[src/rtl/sfpm_pkg.sv]
`timescale 1ns / 1ps
// ----------------------------------------------------------------------------
// sfpm_pkg
// shared types and constants of the stereo frame pair matcher
// ----------------------------------------------------------------------------
package sfpm_pkg;

	localparam int DEPTH     = 32;
	localparam int IDX_W     = $clog2(DEPTH);
	localparam int CNT_W     = $clog2(DEPTH + 1);
	localparam int PTS_W     = 33;
	localparam int TAG_W     = 16;
	localparam int TS_W      = 28;
	localparam int MBC_W     = 6;
	localparam int NEED_MAX  = DEPTH / 2;
	localparam int NEED_W    = (CNT_W > MBC_W) ? CNT_W : MBC_W;
	// pts / 90 as (pts / 2) / 45, with 2^38 / 45 = 2^32 + RECIP_LO rounded up
	localparam int HALF_W    = PTS_W - 1;
	localparam int QUO_W     = TS_W - 1;
	localparam int RECIP_SH  = 6;
	localparam logic [HALF_W-1:0] RECIP_LO = 32'h6C16_C16D;
	localparam int DIV_STEPS = 2;
	localparam int DCNT_W    = 2;
	localparam int IN_DW     = 56;
	localparam int OUT_DW    = 64;
	localparam int APB_DW    = 64;
	localparam int APB_AW    = 4;

	localparam logic REG_TOL = 1'b0;
	localparam logic REG_MBC = 1'b1;

	localparam logic [PTS_W-1:0] TOL_RESET = PTS_W'(3003);
	localparam logic [MBC_W-1:0] MBC_RESET = MBC_W'(3);

	typedef struct packed {
		logic             idr;
		logic [TAG_W-1:0] tag;
		logic [PTS_W-1:0] pts;
	} entry_t;

	typedef enum logic [3:0] {
		ST_IDLE,
		ST_ACC,
		ST_PUSH,
		ST_CHECK,
		ST_SB_RD,
		ST_SB_LD,
		ST_SD,
		ST_FOUND,
		ST_DIV,
		ST_EMIT,
		ST_RM_DEP,
		ST_FULLCHK,
		ST_DROP_DEP,
		ST_SH_RD,
		ST_SH_WR
	} state_t;

	typedef struct packed {
		logic load_in;
		logic push_wr;
		logic sh_init;
		logic sh_best;
		logic sh_sel_dep;
		logic sh_rd;
		logic sh_wr;
		logic sh_done;
		logic srch_init;
		logic base_ld;
		logic dep_cmp;
		logic next_base;
		logic ts_start;
		logic out_load;
	} cmd_t;

	typedef struct packed {
		logic in_dep;
		logic base_full;
		logic dep_full;
		logic can_match;
		logic sh_more;
		logic dep_more;
		logic base_more;
		logic found;
		logic div_done;
		logic out_free;
	} sts_t;

endpackage

[src/rtl/sfpm_ctrl.sv]
`timescale 1ns / 1ps
// ----------------------------------------------------------------------------
// sfpm_ctrl
// sequencer for insert, search, emit and buffer compaction
// ----------------------------------------------------------------------------
module sfpm_ctrl (
	input  logic           clk,
	input  logic           arst_n,
	input  logic           in_valid,
	output logic           in_ready,
	input  sfpm_pkg::sts_t sts,
	output sfpm_pkg::cmd_t cmd
);
	import sfpm_pkg::*;

	state_t state_q, state_d;
	state_t ret_q, ret_d;

	always_ff @(posedge clk or negedge arst_n) begin
		if (!arst_n) begin
			state_q <= ST_IDLE;
			ret_q   <= ST_IDLE;
		end else begin
			state_q <= state_d;
			ret_q   <= ret_d;
		end
	end

	always_comb begin
		cmd      = '0;
		state_d  = state_q;
		ret_d    = ret_q;
		in_ready = 1'b0;
		case (state_q)
			ST_IDLE: begin
				in_ready = 1'b1;
				if (in_valid) begin
					cmd.load_in = 1'b1;
					state_d     = ST_ACC;
				end
			end
			ST_ACC: begin
				// make room by dropping the oldest entry
				if (sts.in_dep ? sts.dep_full : sts.base_full) begin
					cmd.sh_init    = 1'b1;
					cmd.sh_sel_dep = sts.in_dep;
					ret_d          = ST_PUSH;
					state_d        = ST_SH_RD;
				end else begin
					state_d = ST_PUSH;
				end
			end
			ST_PUSH: begin
				cmd.push_wr = 1'b1;
				state_d     = ST_CHECK;
			end
			ST_CHECK: begin
				if (sts.can_match) begin
					cmd.srch_init = 1'b1;
					state_d       = ST_SB_RD;
				end else begin
					state_d = ST_FULLCHK;
				end
			end
			ST_SB_RD: begin
				state_d = ST_SB_LD;
			end
			ST_SB_LD: begin
				cmd.base_ld = 1'b1;
				state_d     = ST_SD;
			end
			ST_SD: begin
				cmd.dep_cmp = 1'b1;
				if (!sts.dep_more) begin
					if (sts.base_more) begin
						cmd.next_base = 1'b1;
						state_d       = ST_SB_RD;
					end else begin
						state_d = ST_FOUND;
					end
				end
			end
			ST_FOUND: begin
				if (sts.found) begin
					cmd.ts_start = 1'b1;
					state_d      = ST_DIV;
				end else begin
					state_d = ST_FULLCHK;
				end
			end
			ST_DIV: begin
				if (sts.div_done) begin
					state_d = ST_EMIT;
				end
			end
			ST_EMIT: begin
				if (sts.out_free) begin
					cmd.out_load = 1'b1;
					cmd.sh_init  = 1'b1;
					cmd.sh_best  = 1'b1;
					ret_d        = ST_RM_DEP;
					state_d      = ST_SH_RD;
				end
			end
			ST_RM_DEP: begin
				cmd.sh_init    = 1'b1;
				cmd.sh_best    = 1'b1;
				cmd.sh_sel_dep = 1'b1;
				ret_d          = ST_IDLE;
				state_d        = ST_SH_RD;
			end
			ST_FULLCHK: begin
				if (sts.base_full && sts.dep_full) begin
					cmd.sh_init = 1'b1;
					ret_d       = ST_DROP_DEP;
					state_d     = ST_SH_RD;
				end else begin
					state_d = ST_IDLE;
				end
			end
			ST_DROP_DEP: begin
				cmd.sh_init    = 1'b1;
				cmd.sh_sel_dep = 1'b1;
				ret_d          = ST_IDLE;
				state_d        = ST_SH_RD;
			end
			ST_SH_RD: begin
				if (sts.sh_more) begin
					cmd.sh_rd = 1'b1;
					state_d   = ST_SH_WR;
				end else begin
					cmd.sh_done = 1'b1;
					state_d     = ret_q;
				end
			end
			ST_SH_WR: begin
				cmd.sh_wr = 1'b1;
				state_d   = ST_SH_RD;
			end
			default: begin
				state_d = ST_IDLE;
			end
		endcase
	end

endmodule

[config.mk]
export PLATFORM = sky130hd
export DESIGN_NAME = sfpm_ctrl
export DESIGN_NICKNAME = d
export VERILOG_FILES = /design/src/rtl/sfpm_pkg.sv /design/src/rtl/sfpm_ctrl.sv
export SDC_FILE = /design/constraint.sdc
export NUM_CORES = 1
export LEC_CHECK = 0
export ABC_AREA = 1
export BUFFER_PORTS_ARGS = -buffer_cell sky130_fd_sc_hd__buf_2
export CAP_MARGIN = 15
export CORE_MARGIN = 2
export CORE_UTILIZATION = 45
export DETAILED_ROUTE_END_ITERATION = 10
export HOLD_SLACK_MARGIN = 0.08
export PLACE_DENSITY = 0.76
export SLEW_MARGIN = 0
export SYNTH_ARGS = -nofsm -noshare
export SYNTH_HDL_FRONTEND = slang
export SYNTH_SLANG_ARGS = --single-unit
export TNS_END_PERCENT = 50
[constraint.sdc]
create_clock -name clk -period 2 [get_ports clk]
set_input_delay 0 -clock clk [delete_from_list [all_inputs] [get_ports clk]]
set_output_delay 0 -clock clk [all_outputs]
set_load 0.01 [all_outputs]
==> results.py, run 1 <==
metrics = {
    "sta": {
        "fin_hold_ws_ps": 115,
        "worst_slew_pin_slew_ps": 389,
        "slew_violations": 0,
        "clock_skew_ps": 2.23,
        "slew_headroom": 0.738,
        "layout_setup_ws_ps": 523,
        "fin_setup_tns_ps": 0,
        "hold_viol": 0,
        "rsz0062_at_grt": "false",
        "min_period_ps": 1480,
        "clock.fmax_mhz": 677,
        "setup_viol": 0,
        "finalCritPeriodShare": 0.738,
    },
    "cts": {
        "post_cts_resized": 0,
        "cts_sinks": 7,
        "clockRootBuffer": "clkbuf_4",
        "cts_buffers": 3,
        "cts_setup_buffers": 0,
        "cts_tree": "done",
        "clockBufferDepth": 2,
        "insertion_delay_ps": 250,
        "clk_pin_slew_ps": 60,
        "htree_levels": 1,
    },
    "synthesis": {
        "yosysWarnings": 0,
        "syn_avg_cell_area_sq_um": 5.79,
        "seq_area_frac_synth": 0.263,
        "synth.distinct_cells": 17,
        "ys_ff_latch": 7,
        "syn-cell-area_sq_um": 666,
        "syn-num-nets": 128,
        "postSynthCellCount": 115,
    },
    "grt": {
        "grt.total_usage": 0.191,
        "grt_pass1_wl_mm": 2.73,
        "grt_max_degree": 8,
        "antenna_found_initial": 0,
        "gr-total-overflow": 0,
        "grt_pass1_vias": 665,
    },
    "floorplanning": {
        "die_h_microns": 42.5,
        "row_count": 13,
        "ioPinCount": 28,
        "die_x_microns": 42.5,
        "fp.coreArea_sq_mm": 0.00133,
        "die-area_sq_mm": 0.00180,
        "initial_core_util": 0.499,
    },
    "pwr": {
        "pwr-share-seq": 0.242,
        "combPwrFrac": 0.643,
        "p_leak_nw": 0.591,
        "vdd_drop_max_uv": 709,
        "cellPowerDensity_mw_per_mm2": 1290,
        "clock_power_share": 0.115,
        "switching_share": 0.529,
        "internal_power_mw": 0.532,
        "power_mw": 1.13,
        "switching_power_mw": 0.596,
    },
    "worst_setup_path": {
        "critPathSlowestCell": "dfrtp_1",
        "r2r_setup_slack_ps": 670,
        "crit_path_frequent_cell": "nand2_2",
        "crit_family": "simple AND/OR/NAND/NOR gates",
        "crit_buf_inv": 2,
        "cpPeakStageDelay_ps": 450,
        "cp_max_fo": 5,
        "path_cells": "nor2_2, nand2_2, inv_2, nand2_2, nand4_1, buf_2",
        "cp.arrival_ps": 1480,
        "crit_type": "reg -> out",
        "cp-start-kind": "flop",
        "cp-end-kind": "primary output",
        "required_ps": 2000,
    },
    "route": {
        "ant_nets": 0,
        "totalWireLength_mm": 1.64,
        "viasPerCell": 4.94,
        "route.detailed.drc": 0,
        "num_vias": 810,
        "first_pass_iters": 5,
        "wl_per_cell_microns": 9.98,
        "drt_iter0_drc": 25,
    },
    "min_path": {
        "hold_path_class": "in -> async",
    },
    "final_layout": {
        "antennaDiodeCount": 0,
        "drive_above_1_share": 0.336,
        "final_nets": 163,
        "fill_cells": 126,
        "syn2layout_area_growth_pct": 31.6,
    },
    "placement": {
        "dpl.hpwl_mm": 1.37,
        "io_buffers": 27,
        "post-place-ws_ps": 696,
        "gp_congestion": 0.932,
    },
    "job": {
        "drv_cap": 0,
    },
    "run_status": {
        "status": "complete, no violations",
    },
}
==> cells in the mapped netlist <==
| cell | n | area, sq um |
|---|---|---|
| a21oi_1 | 4 | 20.0 |
| a21oi_2 | 1 | 8.76 |
| dfrtp_1 | 7 | 175 |
| inv_1 | 19 | 71.3 |
| inv_2 | 6 | 22.5 |
| nand2_1 | 31 | 116 |
| nand2_2 | 5 | 31.3 |
| nand3_1 | 7 | 35.0 |
| nand3b_2 | 1 | 11.3 |
| nand4_1 | 2 | 12.5 |
| nor2_1 | 17 | 63.8 |
| nor2_2 | 4 | 25.0 |
| nor2_4 | 2 | 22.5 |
| nor4_1 | 1 | 6.26 |
| o21ai_0 | 5 | 25.0 |
| o21ai_1 | 2 | 10.0 |
| o21ai_2 | 1 | 8.76 |
==> power groups by stage <==
stage / clock, mW / combinational, mW / sequential [mW]
global route: 0.145 / 0.809 / 0.283
detailed placement: 0 / 0.718 / 0.273
finish: 0.130 / 0.726 / 0.273
global placement: 0 / 0.713 / 0.272
CTS: 0.132 / 0.726 / 0.271
floorplan: 0 / 0.539 / 0.262
==> repair_timing <==
item | CTS | global route
hold endpoints to repair | 10 | 0
setup endpoints to repair | 0 | 0
hold buffers | 3 | 0
==> sequential cells by signal, indices dropped and copies added (netlist names) <==
register  flops
ret_q         3
state_q       4
==> placed cells by master (no fill, tap or decap) <==
cell type,synthesis,final
inv_2,6,6
nor2_2,4,4
nand3b_2,1,1
o21ai_2,1,1
nor4_1,1,1
nor2_4,2,2
dlygate4sd3_1,0,3
o21ai_0,5,5
nand4_1,2,2
clkbuf_1,0,1
buf_2,0,27
nand3_1,7,7
a21oi_1,4,4
dfrtp_1,7,7
nor2_1,17,17
o21ai_1,2,2
nand2_2,5,5
clkbuf_4,0,3
inv_1,19,19
nand2_1,31,31
a21oi_2,1,1
==> cell type report <==
type,instances,area [sq um],share of cell area
sequential,7,175,0.200
multi-input combinational,83,397,0.453
tap,15,18.8,0.0214
inverter,25,93.8,0.107
timing repair buffer,30,165,0.189
clock buffer,4,26.3,0.0300
==> path summary, 6_finish.rpt <==
| path | start | end | cells after the start |
|---|---|---|---|
| hold reg to reg | ret_q[3]$_DFFE_PN0P_ | ret_q[3]$_DFFE_PN0P_ | 2 |
| setup reg to reg | state_q[1]$_DFFE_PN0P_ | state_q[0]$_DFFE_PN0P_ | 8 |
| setup / recovery | state_q[2]$_DFFE_PN0P_ | cmd[11] | 6 |
| hold / removal | arst_n | state_q[3]$_DFFE_PN0P_ | 2 |
| min in group clk | sts[1] | state_q[2]$_DFFE_PN0P_ | 5 |
| max in group asynchronous | arst_n | ret_q[1]$_DFFE_PN0P_ | 2 |
==> per-stage QoR <==
step | area [sq um] | std cells | utilization
floorplan | 666 | 115 | -
global placement | 820 | 157 | 0.614
detailed placement | 820 | 157 | 0.614
CTS | 876 | 164 | 0.657
global route | 876 | 164 | 0.657
finish | 876 | 164 | 0.657
==> logic make-up (layout without fill, tap and decap cells) <==
| kind of cell | count (synthesis) | count (layout) | share of synthesized area |
|---|---|---|---|
| compound gates | 13 | 13 | 0.109 |
| buf+inv | 25 | 59 | 0.141 |
| flops | 7 | 7 | 0.263 |
| simple gates | 70 | 70 | 0.487 |
==> metal layers <==
| layer | part of all wire | GRT usage | vias to the layer above |
|---|---|---|---|
| met2 | 0.45 | 0.317 | 39 |
| met1 | 0.46 | 0.265 | 346 |
| li1 | - | - | 423 |
| met4 | 0.0073 | 0.0375 | 0 |
| met3 | 0.080 | 0.0259 | 2 |
| met5 | 0 | 0 | - |
No activity file was read; power rests on OpenSTA's default activity.
==> inputs of run 2 (changes only) <==
--- a/config.mk
+++ b/config.mk
@@ -9,10 +9,10 @@
 export BUFFER_PORTS_ARGS = -buffer_cell sky130_fd_sc_hd__buf_2
 export CAP_MARGIN = 15
 export CORE_MARGIN = 2
-export CORE_UTILIZATION = 45
+export CORE_UTILIZATION = 41
 export DETAILED_ROUTE_END_ITERATION = 10
 export HOLD_SLACK_MARGIN = 0.08
-export PLACE_DENSITY = 0.76
+export PLACE_DENSITY = 0.73
 export SLEW_MARGIN = 0
 export SYNTH_ARGS = -nofsm -noshare
 export SYNTH_HDL_FRONTEND = slang
==> constraint.sdc (replaced) <==
create_clock -name clk -period 1.3 [get_ports clk]
set_input_delay 0 -clock clk [delete_from_list [all_inputs] [get_ports clk]]
set_output_delay 0 -clock clk [all_outputs]
set_load 0.01 [all_outputs]
==> run 2 against run 1 <==
Via count is 7.5% higher; die area is 8.8% higher; critical path depth is 1 higher; sequential share of layout area is 2.5 points lower; largest cell class unchanged; the flow now finishes with violations (negative setup slack); non-clock buffer count is 11 higher; final area is 17% higher; wire length is 29% higher; critical path type unchanged; power is 89% higher.
==> results.py, run 2 (synthesized netlist as in run 1, its figures left out) <==
metrics = {
    "run_status": {
        "status": "complete, but fails checks",
        "violations": "negative setup slack",
    },
    "final_layout": {
        "mostFrequentLayoutCells": "29 x nand2_1, 26 x buf_2, 15 x inv_1",
        "largest-register": "state_q",
        "largest_reg_flops": 4,
        "drive_above_1_share": 0.469,
        "syn2layout_area_growth_pct": 53.8,
        "reg_top3": "state_q x4, ret_q x3",
        "antennaDiodeCount": 0,
        "mostFrequentLayoutCell": "nand2_1",
        "final_nets": 174,
        "final_cells": 176,
    },
    "worst_setup_path": {
        "path_cells": "inv_2, nor2_4, nand2_2, inv_2, nand2_4, nand4_1, buf_2",
        "crit_type": "reg -> out",
        "cp-end-kind": "primary output",
        "reg2reg_depth": 11,
        "crit_path_frequent_cell": "inv_2",
        "cp-start-kind": "flop",
        "required_ps": 1300,
        "cpPeakStageDelay_ps": 440,
        "cp.arrival_ps": 1420,
        "critPathSlowestCell": "dfrtp_2",
        "cp_max_fo": 5,
    },
    "grt": {
        "grt_pass1_wl_mm": 3.04,
        "grt.total_usage": 0.217,
        "grt_pass1_vias": 728,
        "grt_max_degree": 8,
        "antenna_found_initial": 0,
        "gr-total-overflow": 0,
    },
    "sta": {
        "worst_slew_pin_slew_ps": 497,
        "fin_setup_tns_ps": -685,
        "slew_violations": 0,
        "min_period_ps": 1420,
        "clock.fmax_mhz": 704,
        "layout_setup_ws_ps": -120,
        "finalCritPeriodShare": 1.09,
        "clock_skew_ps": 7.06,
        "slew_headroom": 0.665,
        "setup_viol": 11,
        "rsz0062_at_grt": "true",
        "hold_viol": 0,
    },
    "cts": {
        "cts_sinks": 7,
        "clockRootBuffer": "clkbuf_4",
        "htree_levels": 1,
        "insertion_delay_ps": 260,
        "clk_pin_slew_ps": 60,
        "cts_buffers": 3,
        "clockBufferDepth": 2,
        "cts_tree": "done",
    },
    "route": {
        "route.detailed.drc": 0,
        "ant_nets": 0,
        "num_vias": 871,
        "drt_iter0_drc": 35,
        "viasPerCell": 4.95,
        "totalWireLength_mm": 2.11,
        "first_pass_iters": 4,
        "wl_per_cell_microns": 12.0,
    },
    "pwr": {
        "internal_power_mw": 1.03,
        "pwr-share-seq": 0.210,
        "vdd_drop_max_uv": 1180,
        "cellPowerDensity_mw_per_mm2": 2080,
        "p_leak_nw": 0.662,
        "switching_power_mw": 1.10,
        "switching_share": 0.518,
        "combPwrFrac": 0.692,
        "clock_power_share": 0.098,
    },
    "floorplanning": {
        "die_h_microns": 44.3,
        "fp.coreArea_sq_mm": 0.00151,
        "ioPinCount": 28,
        "die-area_sq_mm": 0.00196,
        "row_count": 14,
        "initial_core_util": 0.442,
        "die_x_microns": 44.3,
    },
    "placement": {
        "io_buffers": 27,
        "placed_cells": 163,
        "gp_congestion": 0.880,
        "dpl.hpwl_mm": 1.45,
    },
    "job": {
        "drv_cap": 0,
    },
    "min_path": {
        "hold_path_class": "in -> async",
    },
}
-- run 2: path summary, 6_finish.rpt --
kind | slack (ps) | from | endpoint
max in group asynchronous | 1000 | arst_n | state_q[2]$_DFFE_PN0P_
worst min register to register | 510 | ret_q[3]$_DFFE_PN0P_ | ret_q[3]$_DFFE_PN0P_
worst min-delay path | 100 | arst_n | ret_q[1]$_DFFE_PN0P_
worst max-delay path | -120 | state_q[3]$_DFFE_PN0P_ | cmd[11]
min in group clk | 140 | sts[1] | state_q[0]$_DFFE_PN0P_
worst max register to register | -120 | state_q[1]$_DFFE_PN0P_ | state_q[2]$_DFFE_PN0P_
-- run 2: metal layers --
layer	wire length [microns]	vias to the layer above	GRT usage
li1	-	442	-
met1	865	391	0.239
met2	1070	28	0.397
met3	117	10	0.0735
met4	55	0	0.0545
met5	0	-	0
-- run 2: repair_timing --
item,4_1_cts,5_1_grt
buffers inserted,3,3
hold buffers,3,0
endpoints found under the hold margin,10,0
resized for setup,6,17
setup endpoints to repair,12,19
pin swaps,4,3
-- run 2: final cells by class --
type                    count  area [sq um]
well taps                  16          20.0
flip-flops and latches      7           179
clock buffers               4          26.3
inverters                  25          96.3
multi-input cells          83           444
fillers                   127           483
repair buffers             41           258
-- run 2: worst max-delay path, delay by kind of cell, from the launching register on --
kind	cells	cell delay, ps
and+or+nand+nor	4	420
buffers and inverters	3	290
DFF	1	440
-- run 2: stage by stage --
| stage | utilization | cell area [sq um] | setup slack, ps | power [mW] | hold slack (ps) |
|---|---|---|---|---|---|
| finish | 0.679 | 1020 | -120 | 2.13 | 104 |
| global route | 0.679 | 1020 | -203 | 2.30 | 123 |
| CTS | 0.634 | 955 | -106 | 1.95 | 111 |
| detailed placement | 0.570 | 858 | -13.8 | 1.61 | -149 |
| global placement | 0.570 | 858 | -24.6 | 1.60 | -152 |
| floorplan | - | 666 | 101 | 1.23 | -296 |
-- run 2: power groups by stage --
stage / logic, mW / clock network [mW] / registers [mW]
after floorplan: 0.829 / 0 / 0.404
after global placement: 1.18 / 0 / 0.419
after detailed placement: 1.19 / 0 / 0.422
after CTS: 1.30 / 0.211 / 0.433
after global routing: 1.60 / 0.233 / 0.462
final: 1.48 / 0.209 / 0.448
